==> config.mk <==
export PLATFORM = sky130hd
export DESIGN_NAME = magnetometer_average_heading_top
export DESIGN_NICKNAME = d
export VERILOG_FILES = /design/src/design/mah_pkg.sv /design/src/design/mah_hist.sv /design/src/design/mah_div.sv /design/src/design/mah_cordic.sv /design/src/design/mah_ctrl.sv /design/src/design/magnetometer_average_heading_top.sv
export SDC_FILE = /design/constraint.sdc
export NUM_CORES = 2
export LEC_CHECK = 0
export BUFFER_PORTS_ARGS = -buffer_cell sky130_fd_sc_hd__clkbuf_2
export CORE_ASPECT_RATIO = 0.6
export CORE_MARGIN = 2
export CORE_UTILIZATION = 35
export DETAILED_ROUTE_END_ITERATION = 7
export REMOVE_ABC_BUFFERS = 1
export SYNTH_ARGS = -nofsm -noshare
export SYNTH_HDL_FRONTEND = slang
export SYNTH_SLANG_ARGS = --single-unit
==> constraint.sdc <==
create_clock -name clk -period 5.9 [get_ports clk]
set_input_delay 0.59 -clock clk [delete_from_list [all_inputs] [get_ports clk]]
set_output_delay 0.59 -clock clk [all_outputs]
set_load 0.02 [all_outputs]
==> src/design/mah_pkg.sv <==
// mah_pkg: shared types, constants and lookup functions for the
// magnetometer average / heading block. No dependencies.
`timescale 1ns / 1ps

package mah_pkg;

  // field widths of the stream items
  localparam int AXY_W      = 13;
  localparam int AZ_W       = 15;
  localparam int HEAD_W     = 9;
  localparam int IN_DATA_W  = 48;
  localparam int OUT_DATA_W = 56;
  localparam int OUT_PAD_W  = OUT_DATA_W - (2 * AXY_W + AZ_W + HEAD_W);
  localparam int OUT_USER_W = 2;

  // report rate register
  localparam int              RATE_W     = 4;
  localparam logic [RATE_W-1:0] RATE_RESET = 4'd5;

  // magnetometer report timer
  localparam int MAG_W         = 10;
  localparam int MAG_TIMER_CAP = 1000;

  // cordic datapath: angles in 2^-16 degree, vector with 16 fraction bits
  localparam int ANG_FRAC     = 16;
  localparam int XY_W         = 32;
  localparam int Z_W          = 25;
  localparam int CORDIC_STEPS = 16;
  localparam int CORDIC_IDX_W = 4;
  localparam logic signed [Z_W-1:0] Z_NINETY = 25'sd5898240;

  // exact headings for axis and diagonal vectors
  localparam logic signed [HEAD_W-1:0] HEAD_ZERO    = 9'sd0;
  localparam logic signed [HEAD_W-1:0] HEAD_P45     = 9'sd45;
  localparam logic signed [HEAD_W-1:0] HEAD_P90     = 9'sd90;
  localparam logic signed [HEAD_W-1:0] HEAD_P135    = 9'sd135;
  localparam logic signed [HEAD_W-1:0] HEAD_P180    = 9'sd180;
  localparam logic signed [HEAD_W-1:0] HEAD_M45     = -9'sd45;
  localparam logic signed [HEAD_W-1:0] HEAD_M90     = -9'sd90;
  localparam logic signed [HEAD_W-1:0] HEAD_M135    = -9'sd135;

  // sequencer states
  typedef enum logic [2:0] {
    ST_IDLE,
    ST_LOAD,
    ST_DIV,
    ST_CLOAD,
    ST_ROT,
    ST_OUT
  } mah_state_t;

  // strobes from the sequencer to the datapath
  typedef struct packed {
    logic div_load;
    logic div_step;
    logic cor_load;
    logic cor_step;
    logic out_load;
  } mah_ctrl_t;

  // atan(2^-i) in 2^-16 degree units
  function automatic logic signed [Z_W-1:0] atan_lut(input logic [CORDIC_IDX_W-1:0] idx);
    logic signed [Z_W-1:0] v;
    unique case (idx)
      4'd0:  v = 25'sd2949120;
      4'd1:  v = 25'sd1740967;
      4'd2:  v = 25'sd919879;
      4'd3:  v = 25'sd466945;
      4'd4:  v = 25'sd234379;
      4'd5:  v = 25'sd117304;
      4'd6:  v = 25'sd58666;
      4'd7:  v = 25'sd29335;
      4'd8:  v = 25'sd14668;
      4'd9:  v = 25'sd7334;
      4'd10: v = 25'sd3667;
      4'd11: v = 25'sd1833;
      4'd12: v = 25'sd917;
      4'd13: v = 25'sd458;
      4'd14: v = 25'sd229;
      4'd15: v = 25'sd115;
      default: v = '0;
    endcase
    return v;
  endfunction

  // report period in ms for a rate in Hz (integer 1000 / rate)
  function automatic logic [MAG_W-1:0] mag_period(input logic [RATE_W-1:0] rate);
    logic [MAG_W-1:0] p;
    unique case (rate)
      4'd0:  p = 10'd1000;
      4'd1:  p = 10'd1000;
      4'd2:  p = 10'd500;
      4'd3:  p = 10'd333;
      4'd4:  p = 10'd250;
      4'd5:  p = 10'd200;
      4'd6:  p = 10'd166;
      4'd7:  p = 10'd142;
      4'd8:  p = 10'd125;
      4'd9:  p = 10'd111;
      4'd10: p = 10'd100;
      4'd11: p = 10'd90;
      4'd12: p = 10'd83;
      4'd13: p = 10'd76;
      4'd14: p = 10'd71;
      4'd15: p = 10'd66;
      default: p = 10'd1000;
    endcase
    return p;
  endfunction

endpackage

==> src/design/mah_hist.sv <==
// mah_hist: per-axis sample history with running sums.
// Depends on mah_pkg for field widths.
`timescale 1ns / 1ps

module mah_hist import mah_pkg::*; #(
  parameter int DEPTH = 5
) (
  input  logic                                      clk,
  input  logic                                      rst_n,
  input  logic                                      upd,
  input  logic [IN_DATA_W-1:0]                      in_data,
  output logic signed [AZ_W+$clog2(DEPTH)-1:0]      sum_x,
  output logic signed [AZ_W+$clog2(DEPTH)-1:0]      sum_y,
  output logic signed [AZ_W+$clog2(DEPTH)-1:0]      sum_z
);

  localparam int SXY_W  = AXY_W + $clog2(DEPTH);
  localparam int SZ_W   = AZ_W + $clog2(DEPTH);
  localparam int SLOT_W = (DEPTH > 1) ? $clog2(DEPTH) : 1;
  localparam logic [SLOT_W-1:0] LAST_SLOT = SLOT_W'(DEPTH - 1);

  logic signed [AXY_W-1:0] hx_r [DEPTH];
  logic signed [AXY_W-1:0] hy_r [DEPTH];
  logic signed [AZ_W-1:0]  hz_r [DEPTH];
  logic [SLOT_W-1:0]       slot_r, slot_nxt;
  logic signed [SXY_W-1:0] sx_r, sx_nxt, sy_r, sy_nxt;
  logic signed [SZ_W-1:0]  sz_r, sz_nxt;
  logic signed [AXY_W-1:0] new_x, new_y;
  logic signed [AZ_W-1:0]  new_z;

  // masked low bits drop out, so the divide is a plain field select
  assign new_x = $signed({in_data[15:8], in_data[7:3]});
  assign new_y = $signed({in_data[31:24], in_data[23:19]});
  assign new_z = $signed({in_data[47:40], in_data[39:33]});

  // running sums: add the new sample, drop the one it replaces
  always_comb begin
    sx_nxt   = sx_r + SXY_W'(new_x) - SXY_W'(hx_r[slot_r]);
    sy_nxt   = sy_r + SXY_W'(new_y) - SXY_W'(hy_r[slot_r]);
    sz_nxt   = sz_r + SZ_W'(new_z) - SZ_W'(hz_r[slot_r]);
    slot_nxt = (slot_r == LAST_SLOT) ? '0 : slot_r + SLOT_W'(1);
  end

  // history write and slot advance
  always_ff @(posedge clk) begin
    if (!rst_n) begin
      for (int i = 0; i < DEPTH; i++) begin
        hx_r[i] <= '0;
        hy_r[i] <= '0;
        hz_r[i] <= '0;
      end
      sx_r   <= '0;
      sy_r   <= '0;
      sz_r   <= '0;
      slot_r <= '0;
    end else if (upd) begin
      hx_r[slot_r] <= new_x;
      hy_r[slot_r] <= new_y;
      hz_r[slot_r] <= new_z;
      sx_r         <= sx_nxt;
      sy_r         <= sy_nxt;
      sz_r         <= sz_nxt;
      slot_r       <= slot_nxt;
    end
  end

  assign sum_x = SZ_W'(sx_r);
  assign sum_y = SZ_W'(sy_r);
  assign sum_z = sz_r;

endmodule

==> src/design/mah_div.sv <==
// mah_div: divider of a signed sum by the history depth using one reciprocal
// multiply, quotient truncated toward zero. No package dependency.
`timescale 1ns / 1ps

module mah_div #(
  parameter int W     = 18,
  parameter int DEPTH = 5,
  parameter int OUT_W = 15
) (
  input  logic                    clk,
  input  logic                    load,
  input  logic                    step,
  input  logic signed [W-1:0]     sum,
  output logic signed [OUT_W-1:0] avg
);

  // floor(n / DEPTH) equals (n * MULT) >> SHIFT for every magnitude n below 2^W
  localparam int         SHIFT  = W + $clog2(DEPTH);
  localparam int         PROD_W = 2 * W + 1;
  localparam longint     RECIP  = ((longint'(1) << SHIFT) + longint'(DEPTH) - 1) /
                                  longint'(DEPTH);
  localparam logic [W:0] MULT   = (W + 1)'(RECIP);

  logic [W-1:0]      mag_r, mag_nxt;
  logic              neg_r, neg_nxt;
  logic [PROD_W-1:0] prod_r, prod_nxt;
  logic [OUT_W-1:0]  quo, res;

  // capture magnitude and sign, then one multiply step
  always_comb begin
    mag_nxt  = mag_r;
    neg_nxt  = neg_r;
    prod_nxt = prod_r;
    if (load) begin
      neg_nxt = sum[W-1];
      mag_nxt = sum[W-1] ? $unsigned(-sum) : $unsigned(sum);
    end else if (step) begin
      prod_nxt = PROD_W'(mag_r) * PROD_W'(MULT);
    end
  end

  always_ff @(posedge clk) begin
    mag_r  <= mag_nxt;
    neg_r  <= neg_nxt;
    prod_r <= prod_nxt;
  end

  // restore the sign on the magnitude quotient
  assign quo = prod_r[SHIFT +: OUT_W];
  assign res = neg_r ? (~quo + OUT_W'(1)) : quo;
  assign avg = $signed(res);

endmodule

==> src/design/mah_cordic.sv <==
// mah_cordic: iterative vectoring cordic for atan2(ay, ax) in whole degrees,
// with exact answers on the axes and diagonals. Depends on mah_pkg.
`timescale 1ns / 1ps

module mah_cordic import mah_pkg::*; (
  input  logic                     clk,
  input  logic                     rst_n,
  input  logic                     load,
  input  logic                     step,
  input  logic signed [AXY_W-1:0]  ax,
  input  logic signed [AXY_W-1:0]  ay,
  output logic signed [HEAD_W-1:0] heading
);

  localparam int EXT_W = XY_W - (AXY_W + 1) - ANG_FRAC;

  logic signed [XY_W-1:0]   x_r, x_nxt, y_r, y_nxt, dx, dy;
  logic signed [Z_W-1:0]    z_r, z_nxt, pre_z;
  logic [CORDIC_IDX_W-1:0]  i_r, i_nxt;
  logic                     spec_r, spec_nxt;
  logic signed [HEAD_W-1:0] spec_val_r, spec_val_nxt;
  logic signed [AXY_W:0]    ax_w, ay_w, pre_x, pre_y;
  logic [Z_W-1:0]           z_mag;
  logic [HEAD_W-1:0]        z_deg, z_head;

  assign ax_w = {ax[AXY_W-1], ax};
  assign ay_w = {ay[AXY_W-1], ay};
  assign dx   = y_r >>> i_r;
  assign dy   = x_r >>> i_r;

  // exact cases and left half plane pre-rotation
  always_comb begin
    spec_nxt     = 1'b1;
    spec_val_nxt = HEAD_ZERO;
    priority if (ay == '0) begin
      spec_val_nxt = ax[AXY_W-1] ? HEAD_P180 : HEAD_ZERO;
    end else if (ax == '0) begin
      spec_val_nxt = ay[AXY_W-1] ? HEAD_M90 : HEAD_P90;
    end else if (ax_w == ay_w) begin
      spec_val_nxt = ax[AXY_W-1] ? HEAD_M135 : HEAD_P45;
    end else if (ax_w == -ay_w) begin
      spec_val_nxt = ax[AXY_W-1] ? HEAD_P135 : HEAD_M45;
    end else begin
      spec_nxt = 1'b0;
    end

    if (ax[AXY_W-1]) begin
      if (!ay[AXY_W-1]) begin
        pre_x = ay_w;
        pre_y = -ax_w;
        pre_z = Z_NINETY;
      end else begin
        pre_x = -ay_w;
        pre_y = ax_w;
        pre_z = -Z_NINETY;
      end
    end else begin
      pre_x = ax_w;
      pre_y = ay_w;
      pre_z = '0;
    end
  end

  // one micro-rotation per step
  always_comb begin
    x_nxt = x_r;
    y_nxt = y_r;
    z_nxt = z_r;
    i_nxt = i_r;
    if (load) begin
      x_nxt = {{EXT_W{pre_x[AXY_W]}}, pre_x, {ANG_FRAC{1'b0}}};
      y_nxt = {{EXT_W{pre_y[AXY_W]}}, pre_y, {ANG_FRAC{1'b0}}};
      z_nxt = pre_z;
      i_nxt = '0;
    end else if (step) begin
      if (!y_r[XY_W-1]) begin
        x_nxt = x_r + dx;
        y_nxt = y_r - dy;
        z_nxt = z_r + atan_lut(i_r);
      end else begin
        x_nxt = x_r - dx;
        y_nxt = y_r + dy;
        z_nxt = z_r - atan_lut(i_r);
      end
      i_nxt = i_r + CORDIC_IDX_W'(1);
    end
  end

  always_ff @(posedge clk) begin
    if (!rst_n) begin
      i_r    <= '0;
      spec_r <= 1'b0;
    end else begin
      i_r <= i_nxt;
      if (load) begin
        spec_r <= spec_nxt;
      end
    end
  end

  always_ff @(posedge clk) begin
    x_r <= x_nxt;
    y_r <= y_nxt;
    z_r <= z_nxt;
    if (load) begin
      spec_val_r <= spec_val_nxt;
    end
  end

  // angle truncated toward zero to whole degrees
  assign z_mag   = z_r[Z_W-1] ? $unsigned(-z_r) : $unsigned(z_r);
  assign z_deg   = z_mag[Z_W-1:ANG_FRAC];
  assign z_head  = z_r[Z_W-1] ? (~z_deg + HEAD_W'(1)) : z_deg;
  assign heading = spec_r ? spec_val_r : $signed(z_head);

endmodule

==> src/design/mah_ctrl.sv <==
// mah_ctrl: sequencer that steps the divider and cordic for each item.
// Depends on mah_pkg for the state and strobe types.
`timescale 1ns / 1ps

module mah_ctrl import mah_pkg::*; #(
  parameter int DIV_STEPS = 18
) (
  input  logic      clk,
  input  logic      rst_n,
  input  logic      in_fire,
  input  logic      out_free,
  output logic      in_ready,
  output mah_ctrl_t ctl
);

  localparam int MAX_STEPS = (DIV_STEPS > CORDIC_STEPS) ? DIV_STEPS : CORDIC_STEPS;
  localparam int CNT_W     = $clog2(MAX_STEPS);
  localparam logic [CNT_W-1:0] DIV_LAST = CNT_W'(DIV_STEPS - 1);
  localparam logic [CNT_W-1:0] ROT_LAST = CNT_W'(CORDIC_STEPS - 1);

  mah_state_t       state_r, state_nxt;
  logic [CNT_W-1:0] cnt_r, cnt_nxt;

  // next state and step counter
  always_comb begin
    state_nxt = state_r;
    cnt_nxt   = cnt_r;
    unique case (state_r)
      ST_IDLE: begin
        if (in_fire) state_nxt = ST_LOAD;
      end
      ST_LOAD: begin
        state_nxt = ST_DIV;
        cnt_nxt   = '0;
      end
      ST_DIV: begin
        cnt_nxt = cnt_r + CNT_W'(1);
        if (cnt_r == DIV_LAST) state_nxt = ST_CLOAD;
      end
      ST_CLOAD: begin
        state_nxt = ST_ROT;
        cnt_nxt   = '0;
      end
      ST_ROT: begin
        cnt_nxt = cnt_r + CNT_W'(1);
        if (cnt_r == ROT_LAST) state_nxt = ST_OUT;
      end
      ST_OUT: begin
        if (out_free) state_nxt = ST_IDLE;
      end
      default: state_nxt = ST_IDLE;
    endcase
  end

  // datapath strobes
  always_comb begin
    ctl      = '0;
    in_ready = 1'b0;
    unique case (state_r)
      ST_IDLE:  in_ready     = 1'b1;
      ST_LOAD:  ctl.div_load = 1'b1;
      ST_DIV:   ctl.div_step = 1'b1;
      ST_CLOAD: ctl.cor_load = 1'b1;
      ST_ROT:   ctl.cor_step = 1'b1;
      ST_OUT:   ctl.out_load = out_free;
      default:  ctl          = '0;
    endcase
  end

  always_ff @(posedge clk) begin
    if (!rst_n) begin
      state_r <= ST_IDLE;
      cnt_r   <= '0;
    end else begin
      state_r <= state_nxt;
      cnt_r   <= cnt_nxt;
    end
  end

endmodule

==> src/design/magnetometer_average_heading_top.sv <==
// Takes one raw magnetometer sample item (six register bytes) per tick and returns one item
// with the moving averages of X, Y and Z over the last AVERAGE_DEPTH samples, the heading
// atan2(avg_y, avg_x) in whole degrees, and the magnetometer and yaw report flags. The block
// handles one item at a time: between acceptance and a valid result it loads the running sums,
// does one reciprocal multiply for the three averages and one cordic load, runs 16 cordic
// iterations and fills the output register. The next item is accepted only after that. A
// finished result that cannot enter the output register keeps the block busy until the
// register is free; once loaded, the next item can be taken while the result waits there.
// Depends on mah_pkg, mah_hist, mah_div, mah_cordic and mah_ctrl.
`timescale 1ns / 1ps

module magnetometer_average_heading_top import mah_pkg::*; #(
  parameter int AVERAGE_DEPTH = 5,
  parameter int TICK_MS       = 10,
  parameter int YAW_PERIOD_MS = 200
) (
  input  logic                  clk,
  input  logic                  rst_n,
  // x_low_byte, x_high_byte, y_low_byte, y_high_byte, z_low_byte, z_high_byte
  input  logic [IN_DATA_W-1:0]  in_tdata,
  input  logic                  in_tvalid,
  output logic                  in_tready,
  // mean_x, mean_y, mean_z, heading_degrees, zero pad
  output logic [OUT_DATA_W-1:0] out_tdata,
  // mag_report_due, yaw_report_due
  output logic [OUT_USER_W-1:0] out_tuser,
  output logic                  out_tvalid,
  input  logic                  out_tready,
  input  logic                  cfg_wen,
  input  logic [RATE_W-1:0]     cfg_wdata
);

  localparam int SZ_W      = AZ_W + $clog2(AVERAGE_DEPTH);
  localparam int MAG_SUM_W = $clog2(MAG_TIMER_CAP + TICK_MS + 1);
  localparam int YAW_W     = $clog2(YAW_PERIOD_MS + 1);
  localparam int YAW_SUM_W = $clog2(YAW_PERIOD_MS + TICK_MS + 1);

  mah_ctrl_t               ctl;
  logic                    in_fire, out_free;
  logic signed [SZ_W-1:0]  sum_x, sum_y, sum_z;
  logic signed [AXY_W-1:0] avg_x, avg_y;
  logic signed [AZ_W-1:0]  avg_z;
  logic signed [HEAD_W-1:0] heading;

  logic [RATE_W-1:0]       rate_r;
  logic [MAG_W-1:0]        mag_r, mag_nxt, mag_sat;
  logic [MAG_SUM_W-1:0]    mag_sum;
  logic [YAW_W-1:0]        yaw_r, yaw_nxt, yaw_sat;
  logic [YAW_SUM_W-1:0]    yaw_sum;
  logic                    mag_due, yaw_due;
  logic [OUT_USER_W-1:0]   due_r;

  logic [OUT_DATA_W-1:0]   out_tdata_r;
  logic [OUT_USER_W-1:0]   out_tuser_r;
  logic                    out_tvalid_r;

  assign in_fire  = in_tvalid & in_tready;
  assign out_free = ~out_tvalid_r | out_tready;

  mah_ctrl #(.DIV_STEPS(1)) u_ctrl (
    .clk      (clk),
    .rst_n    (rst_n),
    .in_fire  (in_fire),
    .out_free (out_free),
    .in_ready (in_tready),
    .ctl      (ctl)
  );

  mah_hist #(.DEPTH(AVERAGE_DEPTH)) u_hist (
    .clk     (clk),
    .rst_n   (rst_n),
    .upd     (in_fire),
    .in_data (in_tdata),
    .sum_x   (sum_x),
    .sum_y   (sum_y),
    .sum_z   (sum_z)
  );

  mah_div #(.W(SZ_W), .DEPTH(AVERAGE_DEPTH), .OUT_W(AXY_W)) u_div_x (
    .clk  (clk),
    .load (ctl.div_load),
    .step (ctl.div_step),
    .sum  (sum_x),
    .avg  (avg_x)
  );

  mah_div #(.W(SZ_W), .DEPTH(AVERAGE_DEPTH), .OUT_W(AXY_W)) u_div_y (
    .clk  (clk),
    .load (ctl.div_load),
    .step (ctl.div_step),
    .sum  (sum_y),
    .avg  (avg_y)
  );

  mah_div #(.W(SZ_W), .DEPTH(AVERAGE_DEPTH), .OUT_W(AZ_W)) u_div_z (
    .clk  (clk),
    .load (ctl.div_load),
    .step (ctl.div_step),
    .sum  (sum_z),
    .avg  (avg_z)
  );

  mah_cordic u_cordic (
    .clk     (clk),
    .rst_n   (rst_n),
    .load    (ctl.cor_load),
    .step    (ctl.cor_step),
    .ax      (avg_x),
    .ay      (avg_y),
    .heading (heading)
  );

  // report rate register
  always_ff @(posedge clk) begin
    if (!rst_n) begin
      rate_r <= RATE_RESET;
    end else if (cfg_wen) begin
      rate_r <= cfg_wdata;
    end
  end

  // saturating report timers, advanced once per item
  always_comb begin
    mag_sum = MAG_SUM_W'(mag_r) + MAG_SUM_W'(TICK_MS);
    mag_sat = (mag_sum > MAG_SUM_W'(MAG_TIMER_CAP)) ? MAG_W'(MAG_TIMER_CAP)
                                                    : mag_sum[MAG_W-1:0];
    mag_due = (rate_r != '0) && (mag_sat >= mag_period(rate_r));
    mag_nxt = mag_due ? '0 : mag_sat;

    yaw_sum = YAW_SUM_W'(yaw_r) + YAW_SUM_W'(TICK_MS);
    yaw_sat = (yaw_sum > YAW_SUM_W'(YAW_PERIOD_MS)) ? YAW_W'(YAW_PERIOD_MS)
                                                    : yaw_sum[YAW_W-1:0];
    yaw_due = (yaw_sat >= YAW_W'(YAW_PERIOD_MS));
    yaw_nxt = yaw_due ? '0 : yaw_sat;
  end

  always_ff @(posedge clk) begin
    if (!rst_n) begin
      mag_r <= '0;
      yaw_r <= '0;
      due_r <= '0;
    end else if (in_fire) begin
      mag_r <= mag_nxt;
      yaw_r <= yaw_nxt;
      due_r <= {yaw_due, mag_due};
    end
  end

  // output register
  always_ff @(posedge clk) begin
    if (!rst_n) begin
      out_tvalid_r <= 1'b0;
    end else if (ctl.out_load) begin
      out_tvalid_r <= 1'b1;
    end else if (out_tready) begin
      out_tvalid_r <= 1'b0;
    end
  end

  always_ff @(posedge clk) begin
    if (ctl.out_load) begin
      out_tdata_r <= {{OUT_PAD_W{1'b0}}, heading, avg_z, avg_y, avg_x};
      out_tuser_r <= due_r;
    end
  end

  assign out_tdata  = out_tdata_r;
  assign out_tuser  = out_tuser_r;
  assign out_tvalid = out_tvalid_r;

endmodule

==> results.ini <==
[placement]
place_area_um2 = 62700
io_buffers = 103
gp_congestion = 0.915
placedCellCount = 7954
dp.final_hpwl_um = 123000

[clocking]
clkLatencyLatePin_ns = 0.72
clock-sinks = 700
root_buffer = clkbuf_16
clockBufferDepth = 3
cts_tree = yes
cts_buffers = 76
cts-htree-levels = 3
path_clk_slew_ns = 0.06

[min_path]
hold_depth = 1
worstHoldStart = in_tdata[35]
hold_end = u_hist.hz_r[6][2]
hp-class = in -> reg

[run]
drv_cap = 0

[synthesis]
synthDistinctLibCells = 94
netlist_area_um2 = 57500
ys_seq_elements = 700
synthCells = 5559
yosysTopAreaCellShare_pct = 28.4
synth_edf_count = 544
syn_avg_cell_area_um2 = 10.3
synthFlopType = edfxtp_1
synthArstFlopShare_pct = 0
synth_top_cell_by_area = edfxtp_1
yosys-top-cells-area = edfxtp_1 28%, fa_1 12%, ha_1 11%, mux4_2 5.7%, inv_1 5.4%
yosysWarnings = 0
yosysSeqAreaShare_pct = 33.8

[timing]
period_share_pct = 102
timing.hold.ws_ns = 0.106
finalHoldViolCount = 0
worstMarginPinSlew_ns = 1.06
setup_viol = 7
finClkSkew_ns = 0.0837
max_freq_ghz = 0.166
rsz0062_at_grt = yes
final.setup.worst_slack_ns = -0.124
post-route-min-period_ns = 6.02
relSlewSlack_pct = 29.0
slew_violations = 0

[worst_setup_path]
cp_max_fo = 3
end_kind = flop
reg2reg_slack_ns = -0.12
start_kind = flop
worstPathArrival_ns = 6.46
rr_worst_depth = 22
r2r-end = u_div_x.prod_r[30]
worstPathRequired_ns = 6.34
worstSetupPathType = reg -> reg
rr_startpoint = u_div_x.mag_r[17]

[global_routing]
grt_pass1_vias = 42600
track_usage_pct = 19.3
grt_max_degree = 68
antenna_found_initial = 8
grt_pass1_wl_um = 253000
grt-ovfl-total = 0

[layout]
layout_common_cells = 818 x inv_1, 544 x edfxtp_1, 505 x ha_1
nFillCells = 15600
drive_above_1_share_pct = 17.0
area_delta_synth_final_pct = 15.5
finalNonFillerCells = 8145
layout_commonest_cell = inv_1
design_area_um2 = 66500
nets = 6840

[route]
wirelength_um = 162000
drt-initial-drc-count = 4011
avgRoutedWirePerCell_um = 19.9
postRouteAntennaNets = 0
viasPerCell = 5.24
first_pass_iters = 6
vias = 42700
drc = 0

[floorplanning]
start_util_pct = 35.2
die_h_um = 318
die_w_um = 527
fp.dieArea_um2 = 168000
core_area_um2 = 164000
rows = 115
io_pins = 117

[outcome]
violations = negative setup slack
outcome = complete, but fails checks

worst max-delay path, stage by stage (launching register included):
cell	delay, ns
edfxtp_1	0.41
fa_1	0.55
inv_1	0.05
fa_1	0.47
fa_1	0.51
fa_1	0.57
inv_2	0.04
fa_1	0.49
inv_2	0.04
fa_1	0.47
inv_1	0.06
ha_4	0.21
o21ai_2	0.12
a21oi_2	0.07
a221o_1	0.35
a221o_1	0.36
a2111oi_4	0.23
buf_4	0.18
nor3_4	0.05
o21ai_2	0.20
nand2_2	0.09
a21oi_2	0.15
xnor2_1	0.07
routing by layer:
metal  up-vias  global-route usage [%]  part of all wire (%)
met5         -                       0                0.0080
met4         2                    3.22                   1.4
met3       155                    5.80                   9.7
met2      1330                    26.1                    39
met1     21000                    30.0                    50
li1      20200                       -                     -
stage by stage:
step,utilization [%],setup WS (ns),setup TNS [ns]
4_1_cts,40.2,-0.237,-1.04
5_1_grt,40.6,-0.367,-3.56
3_5_place_dp,38.3,-0.916,-8.42
6_report,40.6,-0.124,-0.503
3_3_place_gp,38.3,-1.09,-9.35
2_1_floorplan,-,-2.03,-245.01
layout make-up:
| cell class | count | area [um2] | share of cell area, % |
|---|---|---|---|
| multi-input combinational | 3797 | 34800 | 52.3 |
| sequential | 700 | 19500 | 29.3 |
| timing repair buffer | 495 | 3590 | 5.41 |
| inverter | 840 | 3160 | 4.75 |
| tap | 2164 | 2710 | 4.07 |
| clock buffer | 91 | 1990 | 2.99 |
| clock inverter | 50 | 734 | 1.11 |
| antenna | 8 | 20.0 | 0.0301 |
worst max path at each step:
| stage | cells after the start | start | to | slack, ns |
|---|---|---|---|---|
| finish | 22 | u_div_x.mag_r[17] | u_div_x.prod_r[30] | -0.12 |
| global route | 20 | u_div_x.mag_r[17] | u_div_x.prod_r[30] | -0.37 |
| CTS | 22 | u_div_x.mag_r[17] | u_div_x.prod_r[33] | -0.24 |
| detailed placement | 22 | u_div_x.mag_r[15] | u_div_x.prod_r[33] | -0.92 |
| global placement | 22 | u_div_x.mag_r[15] | u_div_x.prod_r[33] | -1.09 |
| floorplan | 5 | in_tvalid | u_hist.hx_r[0][0] | -2.03 |
state kept, by name, indices dropped and copies added (netlist names), 7 cells and up, named ones only:
register and count:
u_hist.hy_r 104, yaw_r 7, mag_r 10, u_hist.hx_r 104
u_div_z.prod_r 15, u_cordic.x_r 32, u_div_z.mag_r 18, u_div_x.mag_r 18
u_div_y.mag_r 18, u_cordic.z_r 25, out_tdata 50, u_hist.hz_r 120
u_cordic.y_r 32, u_cordic.spec_val_r 9, u_hist.sy_r 16, u_hist.sx_r 16
u_div_y.prod_r 13, u_hist.sum_z 18, u_div_x.prod_r 13
synthesized netlist by cell type, drive strengths merged (50+ instances only):
cell,n
a21o,68
a21oi,250
and2,123
buf,50
clkbuf,181
dfxtp,156
edfxtp,544
fa,347
ha,526
inv,838
mux2,61
mux2i,52
mux4,146
nand2,399
nand3,81
nor2,248
nor3,89
nor4,172
o21ai,249
xnor2,253
xor2,111
repair_timing:
action / 4_1_cts / 5_1_grt
setup endpoints to repair: 23 / 43
hold buffers: 0 / 0
hold endpoints to repair: 0 / 0
setup buffers: 11 / 36
cloned: 0 / 0
pin swaps: 47 / 72
gates resized for setup: 47 / 104
kinds of logic (layout without fill, tap and decap cells):
| family | count (synthesis) | after routing | share of synthesized area, % |
|---|---|---|---|
| muxes | 259 | 259 | 7.82 |
| buffers and inverters | 1071 | 1476 | 7.14 |
| adders and majority gates | 873 | 873 | 23.5 |
| other | 1 | 18 | 0.00652 |
| xor gates and xnor gates | 364 | 364 | 5.56 |
| DFF | 700 | 700 | 33.8 |
| AOI/OAI and AO/OA | 931 | 931 | 10.3 |
| and+or+nand+nor | 1360 | 1360 | 11.9 |
Power is left out: the tool's default activity adds up to more than one toggle a clock period on the data nets, which glitch-free logic cannot reach.
